===== config.mk =====
export PLATFORM = sky130hd
export DESIGN_NAME = lin_frame_receiver_top
export DESIGN_NICKNAME = d
export VERILOG_FILES = /design/src/design/lfr_pkg.sv /design/src/design/lin_frame_receiver_top.sv
export VERILOG_INCLUDE_DIRS = /design/src /design/src/design
export SDC_FILE = /design/constraint.sdc
export NUM_CORES = 1
export LEC_CHECK = 0
export ABC_AREA = 1
export BUFFER_PORTS_ARGS = -buffer_cell sky130_fd_sc_hd__buf_2
export CAP_MARGIN = 20
export CORE_ASPECT_RATIO = 1.4
export CORE_UTILIZATION = 35
export CTS_CLUSTER_DIAMETER = 150
export CTS_CLUSTER_SIZE = 12
export DETAILED_ROUTE_END_ITERATION = 8
export PLACE_DENSITY_LB_ADDON = 0.2
export SLEW_MARGIN = 20
export SYNTH_ARGS = -nofsm -noshare
export SYNTH_HDL_FRONTEND = slang
export SYNTH_SLANG_ARGS = --single-unit

===== constraint.sdc =====
create_clock -name clk -period 5.2 [get_ports clk]
set_clock_uncertainty 0.2 [all_clocks]
set_input_delay 1.3 -clock clk [delete_from_list [all_inputs] [get_ports clk]]
set_output_delay 1.3 -clock clk [all_outputs]
set_load 0.02 [all_outputs]

===== src/design/assert_macros.svh =====
// ----------------------------------------------------------------------------
// assert_macros.svh
// Shared assertion macros, clocked on a rising edge, disabled while in reset.
// ----------------------------------------------------------------------------
`ifndef ASSERT_MACROS_SVH
`define ASSERT_MACROS_SVH

// Simple implication or expression check, disabled by active-low reset
`define ASSERT_CLK(lbl, clk, rstn, prop, msg) \
  lbl: assert property (@(posedge clk) disable iff (!rstn) prop) else $error(msg);

// Check that an expression is never true outside reset
`define ASSERT_NEVER(lbl, clk, rstn, expr, msg) \
  lbl: assert property (@(posedge clk) disable iff (!rstn) !(expr)) else $error(msg);

`endif


===== src/design/lfr_pkg.sv =====
`timescale 1ns / 1ps
// ----------------------------------------------------------------------------
// lfr_pkg
// Constants, types and helper functions for the LIN frame receiver.
// ----------------------------------------------------------------------------
package lfr_pkg;

  // Fixed protocol bytes
  localparam logic [7:0] BREAK_BYTE = 8'h00;
  localparam logic [7:0] SYNC_BYTE  = 8'h55;
  localparam logic [7:0] ID_MASK    = 8'h3F;

  // Storage sizes fixed by the result format
  localparam int unsigned DATA_SLOTS = 8;

  // Error codes, lowest nonzero wins
  localparam logic [1:0] ERR_NONE     = 2'd0;
  localparam logic [1:0] ERR_SYNC     = 2'd1;
  localparam logic [1:0] ERR_PARITY   = 2'd2;
  localparam logic [1:0] ERR_CHECKSUM = 2'd3;

  // Register map (index = byte address / 4)
  localparam logic REG_DATA_LENGTH = 1'b0;

  typedef logic [7:0] byte_t;

  // Result beat, first field in the highest bits
  typedef struct packed {
    logic [1:0] error_code;
    byte_t      data_7;
    byte_t      data_6;
    byte_t      data_5;
    byte_t      data_4;
    byte_t      data_3;
    byte_t      data_2;
    byte_t      data_1;
    byte_t      data_0;
    logic [5:0] frame_id;
    byte_t      protected_id;
  } result_t;

  // PID with both parity bits rebuilt from its six identifier bits
  function automatic byte_t pid_with_parity(input byte_t pid);
    logic p0;
    logic p1;
    p0 = pid[0] ^ pid[1] ^ pid[2] ^ pid[4];
    p1 = ~(pid[1] ^ pid[3] ^ pid[4] ^ pid[5]);
    return {p1, p0, pid[5:0]};
  endfunction

  // Ones' complement style add: carry wrapped back into bit 0
  function automatic byte_t add_carry(input byte_t a, input byte_t b);
    logic [8:0] s;
    s = {1'b0, a} + {1'b0, b};
    return s[7:0] + {7'd0, s[8]};
  endfunction

endpackage


===== src/design/lin_frame_receiver_top.sv =====
`timescale 1ns / 1ps
// ----------------------------------------------------------------------------
// lin_frame_receiver_top
// Receives UART bytes, frames them as break/sync/PID/data/checksum and emits
// one result beat per frame with PID, data bytes and an error code.
// ----------------------------------------------------------------------------
//  Channel | Direction | Width | Contents
//  in_     | slave     |   8   | rx_byte
//  out_    | master    |  80   | result beat, see out_tdata
//  cfg_    | APB       |  32   | data_length at byte address 0
//
//  One byte is taken per cycle; each byte updates the frame state in the
//  accepting cycle; the result is registered and valid in the cycle after.
//  A frame is 4 + clamped data_length beats (break, sync, PID, data, sum).
//  in_tready drops only while a finished result waits and out_tready is low.
//  Reset (synchronous, rst_n low) returns to idle with data_length = 2.
// ----------------------------------------------------------------------------
`include "assert_macros.svh"

module lin_frame_receiver_top #(
  parameter int unsigned MAX_DATA_BYTES = 8
) (
  input  logic        clk,
  input  logic        rst_n,
  // in_tdata: [7:0] rx_byte
  input  logic        in_tvalid,
  output logic        in_tready,
  input  logic [7:0]  in_tdata,
  // out_tdata: [7:0] protected_id, [13:8] frame_id, [21:14] data_0,
  //   [29:22] data_1, [37:30] data_2, [45:38] data_3, [53:46] data_4,
  //   [61:54] data_5, [69:62] data_6, [77:70] data_7, [79:78] error_code
  output logic        out_tvalid,
  input  logic        out_tready,
  output logic [79:0] out_tdata,
  input  logic        cfg_psel,
  input  logic        cfg_penable,
  input  logic        cfg_pwrite,
  input  logic [2:0]  cfg_paddr,
  input  logic [31:0] cfg_pwdata,
  output logic [31:0] cfg_prdata,
  output logic        cfg_pready
);

  // Frame phases
  localparam logic [2:0] PH_IDLE  = 3'd0;
  localparam logic [2:0] PH_SYNC  = 3'd1;
  localparam logic [2:0] PH_PID   = 3'd2;
  localparam logic [2:0] PH_DATA  = 3'd3;
  localparam logic [2:0] PH_CHECK = 3'd4;

  localparam logic [3:0] MAX_LEN = 4'(MAX_DATA_BYTES);

  logic [3:0]         data_length_r;
  logic [2:0]         phase_r, phase_nxt;
  logic [3:0]         byte_cnt_r, byte_cnt_nxt;
  logic [3:0]         frame_len_r, frame_len_nxt;
  lfr_pkg::byte_t     sync_r, sync_nxt;
  lfr_pkg::byte_t     pid_r, pid_nxt;
  lfr_pkg::byte_t     sum_r, sum_nxt;
  lfr_pkg::byte_t     store_r [lfr_pkg::DATA_SLOTS];
  lfr_pkg::byte_t     store_nxt [lfr_pkg::DATA_SLOTS];
  logic               out_valid_r;
  lfr_pkg::result_t   out_data_r, result;
  logic               in_beat;
  logic               emit;
  logic               cfg_wr;
  logic [3:0]         len_clamped;
  lfr_pkg::byte_t     rx;
  logic [1:0]         err;

  assign rx        = in_tdata;
  assign in_tready = !out_valid_r || out_tready;
  assign in_beat   = in_tvalid && in_tready;
  assign emit      = in_beat && (phase_r == PH_CHECK);

  // APB register access
  assign cfg_pready = 1'b1;
  assign cfg_wr     = cfg_psel && cfg_penable && cfg_pwrite && cfg_pready;
  assign cfg_prdata = (cfg_paddr[2] == lfr_pkg::REG_DATA_LENGTH) ?
                      {28'd0, data_length_r} : 32'd0;

  always_ff @(posedge clk) begin
    if (!rst_n) begin
      data_length_r <= 4'd2;
    end else if (cfg_wr && (cfg_paddr[2] == lfr_pkg::REG_DATA_LENGTH)) begin
      data_length_r <= cfg_pwdata[3:0];
    end
  end

  // Length latched at the break: zero reads as one, capped at the maximum
  always_comb begin
    if (data_length_r == 4'd0) begin
      len_clamped = 4'd1;
    end else if (data_length_r > MAX_LEN) begin
      len_clamped = MAX_LEN;
    end else begin
      len_clamped = data_length_r;
    end
  end

  // Error priority: sync, then parity, then checksum
  always_comb begin
    if (sync_r != lfr_pkg::SYNC_BYTE) begin
      err = lfr_pkg::ERR_SYNC;
    end else if (lfr_pkg::pid_with_parity(pid_r) != pid_r) begin
      err = lfr_pkg::ERR_PARITY;
    end else if (~sum_r != rx) begin
      err = lfr_pkg::ERR_CHECKSUM;
    end else begin
      err = lfr_pkg::ERR_NONE;
    end
  end

  always_comb begin
    result.protected_id = pid_r;
    result.frame_id     = pid_r[5:0];
    result.data_0       = store_r[0];
    result.data_1       = store_r[1];
    result.data_2       = store_r[2];
    result.data_3       = store_r[3];
    result.data_4       = store_r[4];
    result.data_5       = store_r[5];
    result.data_6       = store_r[6];
    result.data_7       = store_r[7];
    result.error_code   = err;
  end

  // Frame sequencer, one byte per beat
  always_comb begin
    phase_nxt     = phase_r;
    byte_cnt_nxt  = byte_cnt_r;
    frame_len_nxt = frame_len_r;
    sync_nxt      = sync_r;
    pid_nxt       = pid_r;
    sum_nxt       = sum_r;
    store_nxt     = store_r;
    unique case (phase_r)
      PH_SYNC: begin
        sync_nxt  = rx;
        phase_nxt = PH_PID;
      end
      PH_PID: begin
        pid_nxt      = rx;
        sum_nxt      = rx;
        byte_cnt_nxt = 4'd0;
        phase_nxt    = PH_DATA;
      end
      PH_DATA: begin
        store_nxt[byte_cnt_r[2:0]] = rx;
        sum_nxt      = lfr_pkg::add_carry(sum_r, rx);
        byte_cnt_nxt = byte_cnt_r + 4'd1;
        if (byte_cnt_nxt >= frame_len_r) begin
          phase_nxt = PH_CHECK;
        end
      end
      PH_CHECK: begin
        phase_nxt = PH_IDLE;
      end
      default: begin
        // idle and unused codes: wait for a break
        phase_nxt = PH_IDLE;
        if (rx == lfr_pkg::BREAK_BYTE) begin
          phase_nxt     = PH_SYNC;
          byte_cnt_nxt  = 4'd0;
          sync_nxt      = 8'd0;
          pid_nxt       = 8'd0;
          sum_nxt       = 8'd0;
          frame_len_nxt = len_clamped;
          for (int i = 0; i < lfr_pkg::DATA_SLOTS; i++) begin
            store_nxt[i] = 8'd0;
          end
        end
      end
    endcase
  end

  always_ff @(posedge clk) begin
    if (!rst_n) begin
      phase_r     <= PH_IDLE;
      byte_cnt_r  <= 4'd0;
      frame_len_r <= 4'd0;
    end else if (in_beat) begin
      phase_r     <= phase_nxt;
      byte_cnt_r  <= byte_cnt_nxt;
      frame_len_r <= frame_len_nxt;
    end
  end

  // Frame payload, always written by a break before it is read
  always_ff @(posedge clk) begin
    if (in_beat) begin
      sync_r  <= sync_nxt;
      pid_r   <= pid_nxt;
      sum_r   <= sum_nxt;
      store_r <= store_nxt;
    end
  end

  // Output register
  always_ff @(posedge clk) begin
    if (!rst_n) begin
      out_valid_r <= 1'b0;
    end else if (emit) begin
      out_valid_r <= 1'b1;
    end else if (out_tready) begin
      out_valid_r <= 1'b0;
    end
  end

  always_ff @(posedge clk) begin
    if (emit) begin
      out_data_r <= result;
    end
  end

  assign out_tvalid = out_valid_r;
  assign out_tdata  = out_data_r;

  // Checks
  `ASSERT_CLK(a_check_emits, clk, rst_n, (in_tvalid && in_tready && phase_r == PH_CHECK) |=> out_tvalid, "checksum beat gave no result")
  `ASSERT_CLK(a_stall_blocks, clk, rst_n, (out_tvalid && !out_tready) |-> !in_tready, "input taken while result stalled")
  `ASSERT_NEVER(a_cnt_range, clk, rst_n, (phase_r == PH_DATA) && (byte_cnt_r >= frame_len_r), "data count past frame length")
  `ASSERT_NEVER(a_len_range, clk, rst_n, (phase_r != PH_IDLE) && ((frame_len_r == 4'd0) || (frame_len_r > MAX_LEN)), "frame length out of range")

endmodule


; After elaboration in Yosys (flattened, before gate mapping)
; Index checks and enable logic that the tools add are counted.
[classes]
addsub = 3
order_cmp = 4
eq_ne = 8
mux = 21
bitwise = 15
n_reduce_logical = 26
[op_table]
columns = op, count
row1 = $pmux 64 s2, 1
row2 = $bwmux 64, 1
row3 = $mux 64, 1
row4 = $pmux 8 s2, 2
row5 = $demux 8 s3, 1
row6 = $pmux 8 s3, 1
row7 = $mux 4, 4
row8 = $mux 8, 2
row9 = $reduce_and 3->1, 5
row10 = $pmux 3 s4, 1
row11 = $pmux 4 s3, 1
row12 = $add 8x8->9, 1
row13 = $reduce_or 3->1, 3
row14 = $add 8x1->8, 1
row15 = $logic_not 8->1, 1
row16 = $ne 8x7->1 const B, 1
row17 = $ne 8x8->1, 1
row18 = $not 8->8, 1
row19 = $reduce_bool 2->1, 4
row20 = $not 1->1, 7
row21 = $eq 3x2->1 const B, 2
row22 = $logic_and 1x1->1, 6
row23 = $xor 1x1->1, 6
row24 = $add 4x1->4 const B, 1
row25 = 19 further kinds, 22
[totals]
reg_bits = 184
in_bits = 50
out_inout_bits = 115
word_cells = 104

; Logic depth before layout (Yosys ltp)
[logic_depth]
ltp_word = 7
depth_mapped = 17
ltp_nobuf = 17

; Least setup slack after synthesis
; OpenSTA, ideal clock, no wires.
[synth_path]
path_type = input to register
from = input out_tready
to = register store_r, in the netlist result[14], enable pin
setup_time_ns = 0.486
t_arrival_ns = 4.817
required_time_ns = 4.514
path_slack_ns = -0.303
cell_stages = 8
n_path_buf = 0
path_cell_list = nor2_1 inv_2 nand2_4 inv_1 nand3_1 nor2_4 inv_2 nor2_1
[synth_via]
elab_chain_len = 3
[synth_lines]
columns = item, line_no
row1 = "start, declared", lin_frame_receiver_top.sv:33  ; input logic out_tready,
row2 = $logic_or 1x1->1, lin_frame_receiver_top.sv:72  ; assign in_tready = !out_valid_r || out_tready;
row3 = via in_tready, lin_frame_receiver_top.sv:27  ; output logic in_tready,
row4 = $logic_and 1x1->1, lin_frame_receiver_top.sv:73  ; assign in_beat = in_tvalid && in_tready;
row5 = $reduce_and 3->1 (no line), n/a
row6 = "end signal, assigned", lin_frame_receiver_top.sv:195  ; store_r <= store_nxt;
row7 = "end, declared", lin_frame_receiver_top.sv:60  ; lfr_pkg::byte_t store_r [lfr_pkg::DATA_SLOTS];
; The timed path passes the listed nets, and every way through them passes these cells.
; A chain may end at the register's enable or synchronous reset.

; Worst setup path in the final report
[layout_path]
from = input in_tdata[0]
to = register sum_r[6], data pin
[layout_via]
elab_chain_len = 3
[layout_lines]
columns = item, line_no
row1 = "start, declared", lin_frame_receiver_top.sv:28  ; input logic [7:0] in_tdata,
row2 = $add 8x8->9, lfr_pkg.sv:54  ; s = {1'b0, a} + {1'b0, b};
row3 = $add 8x1->8, lfr_pkg.sv:55  ; return s[7:0] + {7'd0, s[8]};
row4 = $pmux 8 s3, lin_frame_receiver_top.sv:137  ; unique case (phase_r)
row5 = via sum_nxt[6], lin_frame_receiver_top.sv:59  ; lfr_pkg::byte_t sum_r, sum_nxt;
row6 = "end signal, assigned", lin_frame_receiver_top.sv:194  ; sum_r <= sum_nxt;
row7 = "end, declared", lin_frame_receiver_top.sv:59
; The timed path passes the listed nets, and every way through them passes these cells.

==> impl_metrics.csv <==
group,metric,value,unit
global_routing,grt_overflow,0,
setup_path,rr_worst_depth,17,
finish,finish.utilization,41.7,%
timing,fmax,0.268,GHz
setup_path,path_depth,18,
power_and_ir_drop,ir_drop,0.000221,V
clock_tree,cts_tree,"yes",
setup_path,start_kind,"primary input",
worst_hold_path,hold_end,"out_tdata[64]$_DFFE_PP_",
drt,via_count,5038,
setup_path,critPathMaxStageDelay,0.37,ns
floorplan,die_w,129,µm
finish,final_cell_mix,"162 x edfxtp_1, 105 x buf_2, 83 x a21oi_1",
floorplan,die-area,23000,µm²
job,max_cap_violations,0,
global_routing,grt_pass1_vias,4635,
drt,ant_nets,0,
timing,layout_min_cycle_time,3.73,ns
placement,place_area,8540,µm²
synth,synth_seq_area_share,66.1,%
timing,worstMarginPinSlew,0.891,ns
clock_tree,clk_latency,0.44,ns
setup_path,cp_num_buf_inv,4,
floorplan,die-height,179,µm
floorplan,rows,64,
drt,viasPerCell,4.60,
timing,slew_headroom,40.4,%
clock_tree,cts_resized,0,
synth,syn_area_per_cell,11.5,µm²
power_and_ir_drop,p_sw,0.000733,W
synth,ys.flop_type,"edfxtp_1",
drt,dr.pass1.iters,4,
drt,drc,0,
finish,final_cells,1096,
synth,ys_ff_latch,178,
setup_path,crit_chain,"buf_2 > ha_1 > inv_1 > fa_1 > inv_1 > nand3_1 > nand2_1 > a21oi_1 > nand2_1 > ha_1 > ha_1 > inv_1 > nor2_1 > nand3_1 > nor2_2 > nand2_1 > nand2_1 > o21bai_1",
timing,finalSetupViolCount,0,
clock_tree,clockRootBuffer,"clkbuf_16",
finish,nets,852,
worst_hold_path,whs_path_depth,0,
status,status,"completed",
setup_path,rr_startpoint,"sum_r[0]$_DFFE_PP_",
placement,dp.cells,1064,
finish,areaGrowthSynthToFinish,16.6,%
floorplan,ios,165,
clock_tree,ctsHtreeMaxLevel,4,
setup_path,reg2reg_slack,2.28,ns
finish,final_area,9150,µm²
setup_path,cp_data_arrival_time,3.71,ns
synth,netlist_top_cells_area,"edfxtp_1 62%, a21oi_1 5.3%, o21ai_0 4.2%",
power_and_ir_drop,p_int,0.00236,W
power_and_ir_drop,power,0.00309,W
floorplan,floorplan.initialDensity,35.8,%
setup_path,critical_path.top_delay_family,"adder cells",
clock_tree,cts_buffers,17,
synth,synth_top_area_share,62.0,%
power_and_ir_drop,power_density,338,nW/µm²
power_and_ir_drop,p_leak,3.57,nW
power_and_ir_drop,clkPwrFrac,41.8,%
drt,drt-total-wl,16100,µm
floorplan,core_area,21900,µm²
synth,synth_warnings,0,
placement,dp_hpwl,10600,µm
synth,netlist.top_cell.by_area,"edfxtp_1",
placement,io_buffers,105,
clock_tree,cts_setup_buffers,0,
placement,gp_congestion,0.818,
clock_tree,clkTransAtPathRegs,0.07,ns
finish,layout_commonest_cell,"edfxtp_1",
clock_tree,ctsHoldBuffers,0,
synth,async_reset_ff_share,0,%
synth,mappedNetlistArea,7850,µm²
setup_path,cpMostUsedCell,"nand2_1",
setup_path,cp_slowest_cell,"fa_1",
setup_path,endpoint_kind,"flop",
global_routing,antenna_found_initial,0,
timing,timing.setup.tns,0,ns
synth,synth_cell_type_count,40,
setup_path,startpoint,"in_tdata[0]",
finish,drive_gt1_share,21.9,%
drt,wl_per_cell,14.7,µm
power_and_ir_drop,switching_share,23.7,%
global_routing,grt_pass1_wl,24900,µm
clock_tree,clock_path_buffers,2,
setup_path,critPathKind,"primary input to flop",
worst_hold_path,hold_class,"flop to flop",
drt,drtIter0Drc,269,
global_routing,track_usage,14.7,%
timing,finalCritPeriodShare,71.6,%
global_routing,grt_max_degree,70,
power_and_ir_drop,sequentialPowerShare,51.7,%
clock_tree,cts_sinks,178,
timing,grt_setup_unrepaired,"false",
timing,drv_slew,0,
setup_path,regToRegEndpoint,"sum_r[6]$_DFFE_PP_",
setup_path,cp_max_fo,7,
power_and_ir_drop,power_frac_comb,6.5,%
synth,netlist_instances,685,
setup_path,required,5.19,ns
finish,diodes,0,
synth,synth-edff-count,162,
timing,hold_viol,0,
worst_hold_path,holdCritStartpoint,"result[64]$_SDFFCE_PN0P_",
synthesized netlist by cell type (3+ instances only):
cell / n
ha_1: 15
o21ai_0: 66
inv_2: 15
nand2_2: 3
buf_2: 10
nand4_1: 4
a21oi_1: 83
buf_4: 39
nor2_2: 4
nand2_1: 68
dfxtp_1: 16
nand3_1: 42
nor2_1: 43
nor2_4: 4
xor2_1: 4
inv_1: 70
xnor2_1: 6
nand2_4: 3
edfxtp_1: 162
layer usage:
| metal | wire [µm] | GRT usage [%] |
|---|---|---|
| met2 | 8020 | 24.8 |
| met1 | 7050 | 17.7 |
| met3 | 613 | 3.19 |
| met5 | 0 | 0 |
| met4 | 381 | 6.76 |
through the flow:
step	setup slack, ns	hold slack (ns)
3_5_place_dp	1.03	0.228
3_3_place_gp	1.06	0.228
5_1_grt	1.23	0.255
2_1_floorplan	0.764	0.221
4_1_cts	1.50	0.245
6_report	1.47	0.247
power by group through the flow:
stage	Clock (W)	Combinational, W	Sequential, W
2_1_floorplan	0	0.000140	0.00164
3_3_place_gp	0	0.000201	0.00163
3_5_place_dp	0	0.000202	0.00163
4_1_cts	0.00133	0.000202	0.00160
5_1_grt	0.00137	0.000223	0.00160
6_report	0.00129	0.000200	0.00160
layout make-up:
type	count	area (µm²)
Clock buffer	17	425
Clock inverter	15	179
Fill cell	2152	12800
Inverter	86	324
Multi-Input combinational cell	395	2090
Sequential cell	178	5180
Tap cell	297	372
Timing Repair Buffer	108	573
worst reg2reg max path: cells and delay by family (launching register included):
kind | cells | cell delay (ns)
flip-flops | 1 | 0.33
buffers and inverters | 3 | 0.21
AO/OA/AOI/OAI | 2 | 0.15
adder cells (fa/ha/maj) | 4 | 0.89
AND/OR/NAND/NOR | 8 | 0.88
state kept, by name (all words and copies together) (netlist names):
register,count
result,64
sum_r,8
pid_r,8
frame_len_r,4
phase_r,3
out_tvalid,1
out_tdata,74
data_length_r,4
sync_r,8
byte_cnt_r,4
worst max path at each step:
stage	end	slack (ns)
after detailed placement	sum_r[6]$_DFFE_PP_	1.03
after global routing	sum_r[6]$_DFFE_PP_	1.23
after floorplan	result[14]$_SDFFCE_PN0P_	0.76
after CTS	sum_r[6]$_DFFE_PP_	1.50
final	sum_r[6]$_DFFE_PP_	1.47
after global placement	sum_r[6]$_DFFE_PP_	1.06
cells by family (layout without fill, tap and decap cells):
kind of cell	Yosys count	in the layout	share of synthesized area (%)
xor gates and xnor gates	10	10	1.12
adders and majority gates	16	16	2.65
buffers and inverters	139	226	8.77
and+or+nand+nor	178	178	10.6
DFF	178	178	66.1
other	2	29	0.0957
AOI/OAI and AO/OA	162	162	10.7
No activity file was read; power rests on OpenSTA's default activity.
